File: config.mk
export PLATFORM = sky130hd
export DESIGN_NAME = sem_isqrt
export DESIGN_NICKNAME = d
export VERILOG_FILES = /design/src/sv/sem_isqrt.sv
export SDC_FILE = /design/constraint.sdc
export NUM_CORES = 1
export LEC_CHECK = 0
export ABC_AREA = 0
export BUFFER_PORTS_ARGS = -buffer_cell sky130_fd_sc_hd__buf_2
export CAP_MARGIN = 5
export CELL_PAD_IN_SITES_DETAIL_PLACEMENT = 0
export CELL_PAD_IN_SITES_GLOBAL_PLACEMENT = 2
export CORE_MARGIN = 3
export CORE_UTILIZATION = 42
export DETAILED_ROUTE_END_ITERATION = 8
export GPL_TIMING_DRIVEN = 0
export PLACE_DENSITY = 0.88
export SYNTH_ARGS = -nofsm -noshare
export SYNTH_HDL_FRONTEND = slang
export SYNTH_SLANG_ARGS = --single-unit
File: constraint.sdc
create_clock -name i_clk -period 12.6 [get_ports i_clk]
set_input_delay 1.89 -clock i_clk [delete_from_list [all_inputs] [get_ports i_clk]]
set_output_delay 1.89 -clock i_clk [all_outputs]
set_load 0.005 [all_outputs]
File: src/sv/sem_isqrt.sv
`timescale 1ns / 1ps
`default_nettype none
module sem_isqrt (
    input  wire logic        i_clk,
    input  wire logic        i_rst_n,
    input  wire logic        i_start,
    input  wire logic [16:0] i_value,
    output logic             o_done,
    output logic [8:0]       o_root
);

    // Bit-pair restoring square root, two result bits per cycle.
    logic [16:0] r_rem, n_rem;
    logic [17:0] r_res, n_res;
    logic [17:0] r_bit, n_bit;
    logic        r_busy, n_busy;
    logic        r_done, n_done;

    always_comb begin
        logic [17:0] rem, res, bitv;
        n_rem  = r_rem;
        n_res  = r_res;
        n_bit  = r_bit;
        n_busy = r_busy;
        n_done = 1'b0;
        rem  = {1'b0, r_rem};
        res  = r_res;
        bitv = r_bit;
        if (i_start) begin
            n_rem  = i_value;
            n_res  = 18'd0;
            n_bit  = 18'h10000;
            n_busy = 1'b1;
        end else if (r_busy) begin
            for (int k = 0; k < 2; k++) begin
                if (bitv != 18'd0) begin
                    if (rem >= res + bitv) begin
                        rem = rem - (res + bitv);
                        res = (res >> 1) + bitv;
                    end else begin
                        res = res >> 1;
                    end
                    bitv = bitv >> 2;
                end
            end
            n_rem = rem[16:0];
            n_res = res;
            n_bit = bitv;
            if (bitv == 18'd0) begin
                n_busy = 1'b0;
                n_done = 1'b1;
            end
        end
    end

    always_ff @(posedge i_clk) begin
        if (!i_rst_n) begin
            r_busy <= 1'b0;
            r_done <= 1'b0;
        end else begin
            r_busy <= n_busy;
            r_done <= n_done;
        end
        r_rem <= n_rem;
        r_res <= n_res;
        r_bit <= n_bit;
    end

    assign o_done = r_done;
    assign o_root = r_res[8:0];

endmodule
`default_nettype wire

==> metrics.csv, run 1 <==
stage,metric,value,unit
run_status,outcome,finished clean,
synthesis,synth.mux.area_fraction,5.37,%
finish,ff_latch_area,1270,µm²
global_route,track_usage,27.3,%
finish,syn_to_final_growth,7.58,%
cts,cts_hold_buf,0,
sta,fin_skew,0.0105,ns
setup_path,critPathLaunchType,flip-flop,
synthesis,synth.area.top_cells,"ha_1 (16%), dfxtp_1 (9.3%), edfxtp_1 (6.3%)",
routing,wl_per_cell,21.6,µm
die,dieArea,21100,µm²
setup_path,r2r_slack,1.18,ns
die,coreArea,18900,µm²
synthesis,synth.avg_cell_area,7.65,µm²
setup_path,critPathMaxStageDelay,0.72,ns
routing,drt_wl_total,29400,µm
finish,drive_gt1_share,7.43,%
power,ir_worst_vdd,0.000202,V
sta,setup_tns,0,ns
die,die_h,145,µm
cts,clkTransAtPathRegs,0.09,ns
finish,fillCellCount,2004,
finish,nNetsFinal,1232,
min_path,hold_start,r_res[10],
global_route,grt_pass1_wl,45400,µm
power,power_density,303,nW/µm²
global_route,grt_max_degree,20,
finish,multiInputGateArea,6490,µm²
synthesis,synth_top_area_cell,ha_1,
synthesis,async_flop_share,0,%
die,ios,30,
placement,place_congestion,0.936,
global_route,antenna_found_initial,0,
finish,insertedDiodeCount,0,
sta,period_share,90.7,%
synthesis,yosys.area_share.xor_xnor,8.27,%
placement,place.port_buffers,28,
sta,relSlewSlack,22.0,%
setup_path,rr_worst_depth,43,
sta,finalSetupViolations,0,
synthesis,yosysSeqAreaShare,15.6,%
synthesis,synth.distinct_cells,73,
cts,clk_latency,0.32,ns
cts,cts-root-buf,clkbuf_16,
routing,firstDrtPassIters,5,
routing,viasPerCell,5.97,
setup_path,cp-end-kind,flip-flop,
cts,cts_max_path_buffers,2,
synthesis,synth_simple_gate_area_share,20.2,%
sta,clock.fmax,87.5,MHz
min_path,min_to,r_res[10],
cts,clock_sinks,55,
die,std_cell_rows,50,
setup_path,crit_start,r_bit[0],
setup_path,worst_ep_required_time,12.68,ns
synthesis,yosys_register_bits,55,
synthesis,syn_inst,1067,
min_path,hp-class,reg -> reg,
global_route,grt_overflow,0,
sta,finalCriticalPeriod,11.42,ns
synthesis,synth_top_flop_cell,dfxtp_1,
min_path,hold_depth,2,
setup_path,crit_fanout,10,
synthesis,yosysTopAreaCellShare,15.8,%
setup_path,critPathSlowestCell,clkbuf_1,
sta,tightest_slew,1.17,ns
routing,drtAntennaViolNets,0,
setup_path,arrival,11.51,ns
sta,rsz0062_at_grt,false,
synthesis,ys_warn_count,0,
finish,fin_cells,1364,
synthesis,synth_top_family_by_area,compound AO/OA/AOI/OAI gates,
routing,vias,8140,
synthesis,synthAdderAreaFrac,17.3,%
sta,hold_violations,0,
cts,cts-htree-levels,2,
cts,cts_made_buffers,5,
setup_path,timing.rr.end,r_rem[13],
placement,dpl.cell_count,1356,
placement,place_hpwl,23200,µm
synthesis,synth_edf_count,17,
synthesis,syn_area,8160,µm²
power,p_total,2.66,mW
power,p_leak,3.84,nW
setup_path,path_delay_family,compound AO/OA/AOI/OAI gates,
routing,drc,0,
cts,cts_tree,yes,
routing,drt_iter0_drc,695,
setup_path,r2r-start,r_bit[0],
setup_path,criticalPathCategory,reg -> reg,
setup_path,path_buf_inv,3,
global_route,grt_pass1_vias,7731,
die,chipWidth,145,µm
sta,drv_slew,0,
run,cap_violations,0,
sta,hold_ws,0.591,ns
synthesis,synth-compound-area-share,28.2,%
die,start_util,43.2,%
## synth_stat cells, types with 4 or more instances
cell and instances:
nor2_1 112, ha_1 103, nor3_1 27, o21ai_0 78, fa_1 6, o21a_1 11
inv_1 37, mux2i_1 33, and2_1 8, nor4_1 9, and3_1 10, edfxtp_1 17
nor3b_1 4, o31ai_1 8, nand2b_1 15, or2_2 14, nand3_1 29, nand4_1 10
nor2b_1 19, buf_2 5, a211oi_1 18, or3_1 13, a21boi_0 14, a21o_1 22
dfxtp_1 38, o21bai_1 18, o211ai_1 13, nand2_1 65, mux2_2 7, xnor2_1 42
a2bb2oi_1 11, o2111ai_1 8, a31oi_1 14, o221ai_1 6, buf_4 10, a21oi_1 79
clkbuf_1 41, xor2_1 35
## power by group
part / internal, mW / switching (mW)
clock: 0.0753 / 0.0825
combinational: 0.808 / 1.39
sequential: 0.246 / 0.0509
## per-stage QoR
stage                     setup slack (ns)  instance area [µm²]  util [%]
after floorplan                       4.02                 8160         -
after global placement                1.06                 8630      45.7
after detailed placement              1.10                 8630      45.7
after CTS                             1.02                 8770      46.4
after global routing                 0.205                 8780      46.5
final                                 1.18                 8780      46.5
## sequential cells by signal, summed over array words and instances, names as in the netlist
register / cells
o_done: 1
r_bit: 18
r_busy: 1
r_rem: 17
r_res: 18
## kinds of logic after synthesis
logic type / after synthesis
mux: 42
simple gates: 342
xor+xnor: 77
buf+inv: 95
compound gates: 346
flops: 55
fa+ha+maj: 109
other cells: 1
## worst max-delay path by stage
stage	endpoint	cells past startpoint
after floorplan	r_rem[13]	42
after global placement	r_rem[13]	43
after detailed placement	r_rem[13]	43
after CTS	r_rem[13]	43
after global routing	r_rem[3]	43
final	r_rem[13]	43
## timing repair
action / CTS / global route
buffers inserted: 0 / 0
gates resized for setup: 0 / 1
endpoints found under the setup margin: 0 / 7
## routing by layer
| metal | vias up | track usage [%] | wire, µm |
|---|---|---|---|
| met5 | - | 2.05 | 62 |
| li1 | 4029 | - | - |
| met2 | 274 | 43.2 | 13100 |
| met3 | 26 | 4.98 | 2010 |
| met4 | 2 | 5.60 | 488 |
| met1 | 3809 | 39.0 | 13800 |
## final cells by class
type	instances	share of cell area, %
multi-input cells	918	73.9
flip-flops and latches	55	14.5
well taps	260	3.71
plain buffers	58	3.06
repair buffers	28	1.60
inverters	37	1.58
clock buffers	6	1.47
clock inverters	2	0.200
## worst register-to-register path, delay by kind of cell, from the launching register on
| family | cells | cell delay [ns] |
|---|---|---|
| buffers and inverters | 3 | 1.12 |
| adder cells (fa/ha/maj) | 5 | 1.89 |
| XOR/XNOR | 2 | 0.20 |
| multiplexers | 2 | 0.49 |
| flip-flops | 1 | 0.40 |
| AND/OR/NAND/NOR | 8 | 1.76 |
| AO/OA/AOI/OAI | 23 | 5.33 |
## cells in the final DEF (no fill, tap or decap), types with 11 or more instances in the layout
cell type / count
nor2_1: 111
ha_1: 103
a21oi_1: 79
o21ai_0: 78
nand2_1: 65
clkbuf_1: 42
xnor2_1: 42
dfxtp_1: 38
inv_1: 37
xor2_1: 35
buf_2: 33
mux2i_1: 33
nand3_1: 29
nor3_1: 27
a21o_1: 22
nor2b_1: 19
a211oi_1: 18
o21bai_1: 18
edfxtp_1: 17
nand2b_1: 15
a21boi_0: 14
a31oi_1: 14
or2_2: 14
o211ai_1: 13
or3_1: 13
o21a_1: 11
a2bb2oi_1: 11
Power figures use the tool's default switching activity.
==> inputs of run 2 (changes only) <==
--- a/config.mk
+++ b/config.mk
@@ -12,6 +12,7 @@
 export CELL_PAD_IN_SITES_GLOBAL_PLACEMENT = 2
 export CORE_MARGIN = 3
 export CORE_UTILIZATION = 42
+export CTS_CLUSTER_DIAMETER = 40
 export DETAILED_ROUTE_END_ITERATION = 8
 export GPL_TIMING_DRIVEN = 0
 export PLACE_DENSITY = 0.88
==> constraint.sdc (replaced) <==
create_clock -name i_clk -period 12.6 [get_ports i_clk]
set_input_delay 0 -clock i_clk [delete_from_list [all_inputs] [get_ports i_clk]]
set_output_delay 0 -clock i_clk [all_outputs]
set_load 0.005 [all_outputs]
==> run 2 against run 1 <==
Against the previous run: clock power about the same; via count up 0.34%; critical path type unchanged; hold slack worse by 0.58 ns; clock skew is 0.0010 ns higher; worst setup slack better by 0.011 ns; global-route usage grew 0.083 points; fmax barely moved.
==> metrics.csv, run 2 (synthesized netlist as in run 1, its figures left out) <==
stage,metric,value,unit,change
cts,cts-root-buf,clkbuf_16,,
sta,clock.fmax,87.6,MHz,about the same
die,start_util,43.2,%,unchanged
setup_path,cp-end-kind,flip-flop,,
sta,setup_tns,0,ns,unchanged
global_route,grt_overflow,0,,unchanged
run,cap_violations,0,,unchanged
routing,firstDrtPassIters,5,,unchanged
cts,clkTransAtPathRegs,0.09,ns,about the same
setup_path,criticalPathCategory,reg -> reg,,
routing,wl_per_cell,21.5,µm,-0.29%
sta,fin_skew,0.0115,ns,+0.00102 ns
sta,period_share,90.6,%,about the same
global_route,antenna_found_initial,0,,unchanged
sta,finalSetupViolations,0,,unchanged
routing,drt_wl_total,29500,µm,+0.15%
min_path,hp-class,in -> reg,,
setup_path,r2r-start,r_bit[0],,
sta,drv_slew,0,,unchanged
placement,place_hpwl,23200,µm,unchanged
sta,tightest_slew,1.10,ns,-0.0660 ns
cts,cts_tree,yes,,
power,switching_power,1.52,mW,-0.32%
power,p_total,2.65,mW,-0.15%
setup_path,crit_fanout,10,,unchanged
setup_path,worst_ep_required_time,12.69,ns,about the same
finish,syn_to_final_growth,8.31,%,
sta,rsz0062_at_grt,false,,
routing,drt_iter0_drc,649,,-6.6%
die,dieArea,21100,µm²,unchanged
power,p_int,1.13,mW,about the same
power,combPwrFrac,82.8,%,about the same
sta,hold_violations,0,,unchanged
finish,final_common_cell,nor2_1,,
setup_path,critPathLaunchType,flip-flop,,
cts,cts-htree-levels,2,,unchanged
power,ir_worst_vdd,0.000201,V,-0.60%
power,swShare,57.4,%,-0.097 points
cts,clock_sinks,55,,unchanged
finish,nNetsFinal,1238,,+0.49%
placement,place_congestion,0.936,,unchanged
finish,ff_latch_area,1270,µm²,unchanged
die,std_cell_rows,50,,unchanged
global_route,grt_pass1_wl,45600,µm,+0.41%
setup_path,arrival,11.50,ns,about the same
global_route,grt_pass1_vias,7778,,+0.61%
routing,viasPerCell,5.96,,about the same
finish,insertedDiodeCount,0,,unchanged
power,power_frac_clock,6.0,%,about the same
die,die_h,145,µm,unchanged
global_route,track_usage,27.4,%,+0.083 points
power,power_density,300,nW/µm²,-0.83%
routing,vias,8168,,+0.34%
routing,drtAntennaViolNets,0,,unchanged
finish,drive_gt1_share,7.39,%,-0.040 points
finish,multiInputGateArea,6490,µm²,unchanged
placement,place.port_buffers,28,,unchanged
cts,cts_max_path_buffers,2,,unchanged
die,chipWidth,145,µm,unchanged
die,ios,30,,unchanged
finish,fillCellCount,1999,,-0.25%
setup_path,critPathMaxStageDelay,0.71,ns,about the same
cts,clk_latency,0.32,ns,about the same
setup_path,critPathSlowestCell,clkbuf_1,,
setup_path,crit_start,r_bit[0],,
die,coreArea,18900,µm²,unchanged
finish,mostFrequentLayoutCells,"nor2_1 (111), ha_1 (103), a21oi_1 (79), o21ai_0 (78), nand2_1 (65)",,
min_path,hold_start,i_value[1],,
power,p_leak,3.86,nW,+0.65%
routing,drc,0,,unchanged
global_route,grt_max_degree,20,,unchanged
sta,finalCriticalPeriod,11.41,ns,-0.0106 ns
sta,relSlewSlack,26.4,%,+4.4 points
run_status,outcome,finished clean,,
power,p_seq_share,11.2,%,about the same
finish,reg_top3,"r_bit: 18 flops, r_res: 18 flops, r_rem: 17 flops",,
cts,cts_made_buffers,5,,unchanged
==> run 2: cell type report <==
| type | instances | share of cell area [%] |
|---|---|---|
| Clock buffer | 6 | 1.46 |
| Clock inverter | 2 | 0.198 |
| Tap cell | 260 | 3.68 |
| Multi-Input combinational cell | 918 | 73.4 |
| Inverter | 37 | 1.57 |
| Sequential cell | 55 | 14.4 |
| Buffer | 58 | 3.04 |
| Timing Repair Buffer | 34 | 2.27 |
==> run 2: critical path, delay by kind of cell (launching register included) <==
kind            cells  cell delay [ns]
compound gates     23             5.32
xor+xnor            2             0.20
fa+ha+maj           5             1.88
buf+inv             3             1.10
flops               1             0.40
mux                 2             0.49
simple gates        8             1.74
==> run 2: repair_timing <==
item / CTS / global route
endpoints found under the setup margin: 0 / 7
setup buffers: 0 / 0
endpoints found under the hold margin: 7 / 0
resized for setup: 0 / 1
hold buffers: 6 / 0
==> run 2: power groups by stage <==
stage          clock network, mW  logic [mW]  registers, mW
3_3_place_gp                   0        2.13          0.301
4_1_cts                    0.160        2.15          0.296
6_report                   0.159        2.20          0.298
5_1_grt                    0.167        2.40          0.303
2_1_floorplan                  0        1.55          0.277
3_5_place_dp                   0        2.14          0.300
==> run 2: final timing paths <==
| path | endpoint | slack, ns | depth (start not counted) |
|---|---|---|---|
| worst max-delay path | r_rem[13] | 1.19 | 43 |
| worst max register to register | r_rem[13] | 1.19 | 43 |
| worst min-delay path | r_rem[1] | 0.008 | 2 |
| worst min register to register | r_res[10] | 0.59 | 2 |
==> run 2: layer usage <==
| layer | global-route usage [%] | up-vias | routed length [µm] |
|---|---|---|---|
| met5 | 2.05 | - | 62 |
| met4 | 5.56 | 2 | 433 |
| met3 | 4.95 | 24 | 1800 |
| met2 | 43.5 | 261 | 13200 |
| met1 | 39.0 | 3838 | 14000 |
| li1 | - | 4043 | - |
==> run 2: metrics by stage <==
| step | setup WS (ns) | hold WS, ns | std cells | util, % | area (µm²) |
|---|---|---|---|---|---|
| global placement | 1.06 | 0.244 | 1356 | 45.7 | 8630 |
| global route | 0.206 | 0.00770 | 1370 | 46.8 | 8840 |
| detailed placement | 1.10 | 0.250 | 1356 | 45.7 | 8630 |
| finish | 1.19 | 0.00809 | 1370 | 46.8 | 8840 |
| floorplan | 4.02 | 0.114 | 1068 | - | 8160 |
| CTS | 1.02 | 0.00188 | 1370 | 46.8 | 8830 |
==> inputs of run 3 (changes only) <==
--- a/config.mk
+++ b/config.mk
@@ -8,14 +8,14 @@
 export ABC_AREA = 0
 export BUFFER_PORTS_ARGS = -buffer_cell sky130_fd_sc_hd__buf_2
 export CAP_MARGIN = 5
-export CELL_PAD_IN_SITES_DETAIL_PLACEMENT = 0
+export CELL_PAD_IN_SITES_DETAIL_PLACEMENT = 1
 export CELL_PAD_IN_SITES_GLOBAL_PLACEMENT = 2
 export CORE_MARGIN = 3
-export CORE_UTILIZATION = 42
+export CORE_UTILIZATION = 30
 export CTS_CLUSTER_DIAMETER = 40
 export DETAILED_ROUTE_END_ITERATION = 8
 export GPL_TIMING_DRIVEN = 0
-export PLACE_DENSITY = 0.88
+export PLACE_DENSITY = 0.66
 export SYNTH_ARGS = -nofsm -noshare
 export SYNTH_HDL_FRONTEND = slang
 export SYNTH_SLANG_ARGS = --single-unit
==> run 3 against run 2 <==
Against the previous run: clock power increased by 3%; sequential power about the same; first-iteration DRC count decreased by 21%; fmax decreased by 0.66%; clock-buffer cell count unchanged; core utilization decreased by 13 points; non-clock buffer count increased by 2; cell count increased by 5.6%; critical path depth decreased by 1.
==> metrics.csv, run 3 (synthesized netlist as in run 1, its figures left out) <==
stage,metric,value,unit,change
routing,drt_iter0_drc,511,,-21%
cts,cts_made_buffers,5,,unchanged
finish,mostFrequentLayoutCells,"nor2_1 (111), ha_1 (103), a21oi_1 (79), o21ai_0 (78), nand2_1 (65)",,
routing,firstDrtPassIters,5,,unchanged
finish,fin_util,33.9,%,-13 points
routing,wl_per_cell,23.0,µm,+7.0%
cts,post_cts_buffers,0,,unchanged
sta,period_share,91.2,%,+0.60 points
sta,fin_skew,0.0139,ns,+0.00236 ns
sta,hold_violations,0,,unchanged
routing,viasPerCell,5.70,,-4.4%
die,start_util,30.9,%,-12 points
cts,cts-root-buf,clkbuf_16,,
global_route,grt_pass1_vias,8415,,+8.2%
run_status,outcome,finished clean,,
setup_path,worst_ep_required_time,12.66,ns,-0.03 ns
run,cap_violations,0,,unchanged
finish,drive_gt1_share,7.46,%,+0.077 points
setup_path,arrival,11.55,ns,+0.05 ns
finish,reg_top3,"r_bit: 18 flops, r_res: 18 flops, r_rem: 17 flops",,
die,dieArea,29200,µm²,+38%
global_route,grt_max_degree,20,,unchanged
setup_path,criticalPathCategory,reg -> reg,,
cts,cts-htree-levels,2,,unchanged
power,power_density,303,nW/µm²,+0.99%
sta,finalCriticalPeriod,11.49,ns,+0.0762 ns
finish,insertedDiodeCount,0,,unchanged
setup_path,cp-end-kind,flip-flop,,
routing,vias,8247,,+0.97%
cts,cts_max_path_buffers,2,,unchanged
power,p_leak,3.88,nW,+0.32%
die,std_cell_rows,59,,+18%
global_route,grt_overflow,0,,unchanged
sta,rsz0062_at_grt,false,,
die,die_h,171,µm,+18%
setup_path,critPathMaxStageDelay,0.69,ns,-0.02 ns
placement,place_congestion,0.888,,-5.1%
placement,placed_area,8720,µm²,+1.1%
global_route,track_usage,23.0,%,-4.4 points
placement,place_ws,0.660,ns,-0.437 ns
routing,drtAntennaViolNets,0,,unchanged
power,ir_worst_vdd,0.000191,V,-4.8%
cts,clock_sinks,55,,unchanged
finish,syn_to_final_growth,9.69,%,
global_route,grt_pass1_wl,51100,µm,+12%
power,p_total,2.71,mW,+2.3%
min_path,hp-class,in -> reg,,
global_route,antenna_found_initial,0,,unchanged
sta,setup_slack,1.11,ns,-0.0762 ns
placement,place_hpwl,26800,µm,+16%
routing,drt_wl_total,33300,µm,+13%
placement,place.port_buffers,28,,unchanged
setup_path,critPathLaunchType,flip-flop,,
finish,fillCellCount,3283,,+64%
die,chipWidth,171,µm,+18%
sta,setup_tns,0,ns,unchanged
sta,tightest_slew,1.15,ns,+0.0464 ns
sta,drv_slew,0,,unchanged
routing,drc,0,,unchanged
finish,final_common_cell,nor2_1,,
finish,nNetsFinal,1240,,+0.16%
cts,cts_tree,yes,,
cts,clkTransAtPathRegs,0.10,ns,about the same
finish,design_area,8950,µm²,+1.3%
setup_path,crit_fanout,10,,unchanged
sta,relSlewSlack,23.3,%,-3.1 points
cts,clk_latency,0.32,ns,about the same
sta,clock.fmax,87.0,MHz,-0.66%
die,ios,30,,unchanged
sta,finalSetupViolations,0,,unchanged
setup_path,critPathSlowestCell,o41ai_1,,
die,coreArea,26400,µm²,+40%
## run 3: cell count changes in the layout (fill, tap and decap cells not counted), sizes merged
cell	delta
dlygate4sd3	+2
clkinv	-2
inv	+2
## run 3: through the flow
step	instances	hold WS, ns
final	1447	0.00797
after global routing	1447	0.0137
after CTS	1447	0.00202
after detailed placement	1431	0.271
after global placement	1431	0.260
after floorplan	1068	0.114
## run 3: repair_timing
action                                  4_1_cts  5_1_grt
resized for setup                             0        3
hold buffers                                  8        0
hold endpoints to repair                      9        0
endpoints found under the setup margin        0        9
## run 3: final cells by class
class                   instances  area, µm²  area share (%)
plain buffers                  58        270            3.02
clock buffers                   6        129            1.44
clock inverters                 2       15.0           0.168
inverters                      37        139            1.55
multi-input cells             918       6490            72.5
flip-flops and latches         55       1270            14.2
well taps                     335        419            4.68
repair buffers                 36        220            2.46
## run 3: worst max-delay path: cells and delay by family (launching register included)
family | cells | cell delay [ns]
compound gates | 23 | 5.81
buf+inv | 3 | 1.01
mux | 2 | 0.48
flops | 1 | 0.41
xor+xnor | 2 | 0.32
simple gates | 7 | 1.30
fa+ha+maj | 5 | 1.85
## run 3: path summary, 6_finish.rpt
kind               from         to  slack, ns  depth (start not counted)
max reg2reg    r_bit[0]   r_rem[2]       1.11                         42
min reg2reg   r_res[10]  r_res[10]       0.60                          2
max            r_bit[0]   r_rem[2]       1.11                         42
min          i_value[6]   r_rem[6]      0.008                          2
## run 3: report_power, final
part	switching (mW)	leakage, nW	internal [mW]	total (mW)
Clock	0.0875	0.0718	0.0757	0.163
Sequential	0.0532	0.479	0.246	0.300
Combinational	1.44	3.33	0.816	2.25
## run 3: metal layers
layer,part of all wire [%],global-route usage (%),vias to the layer above
met1,49,33.0,4034
met4,1.1,3.64,0
met3,4.3,2.82,18
li1,-,-,4044
met5,0,0,-
met2,46,37.9,151
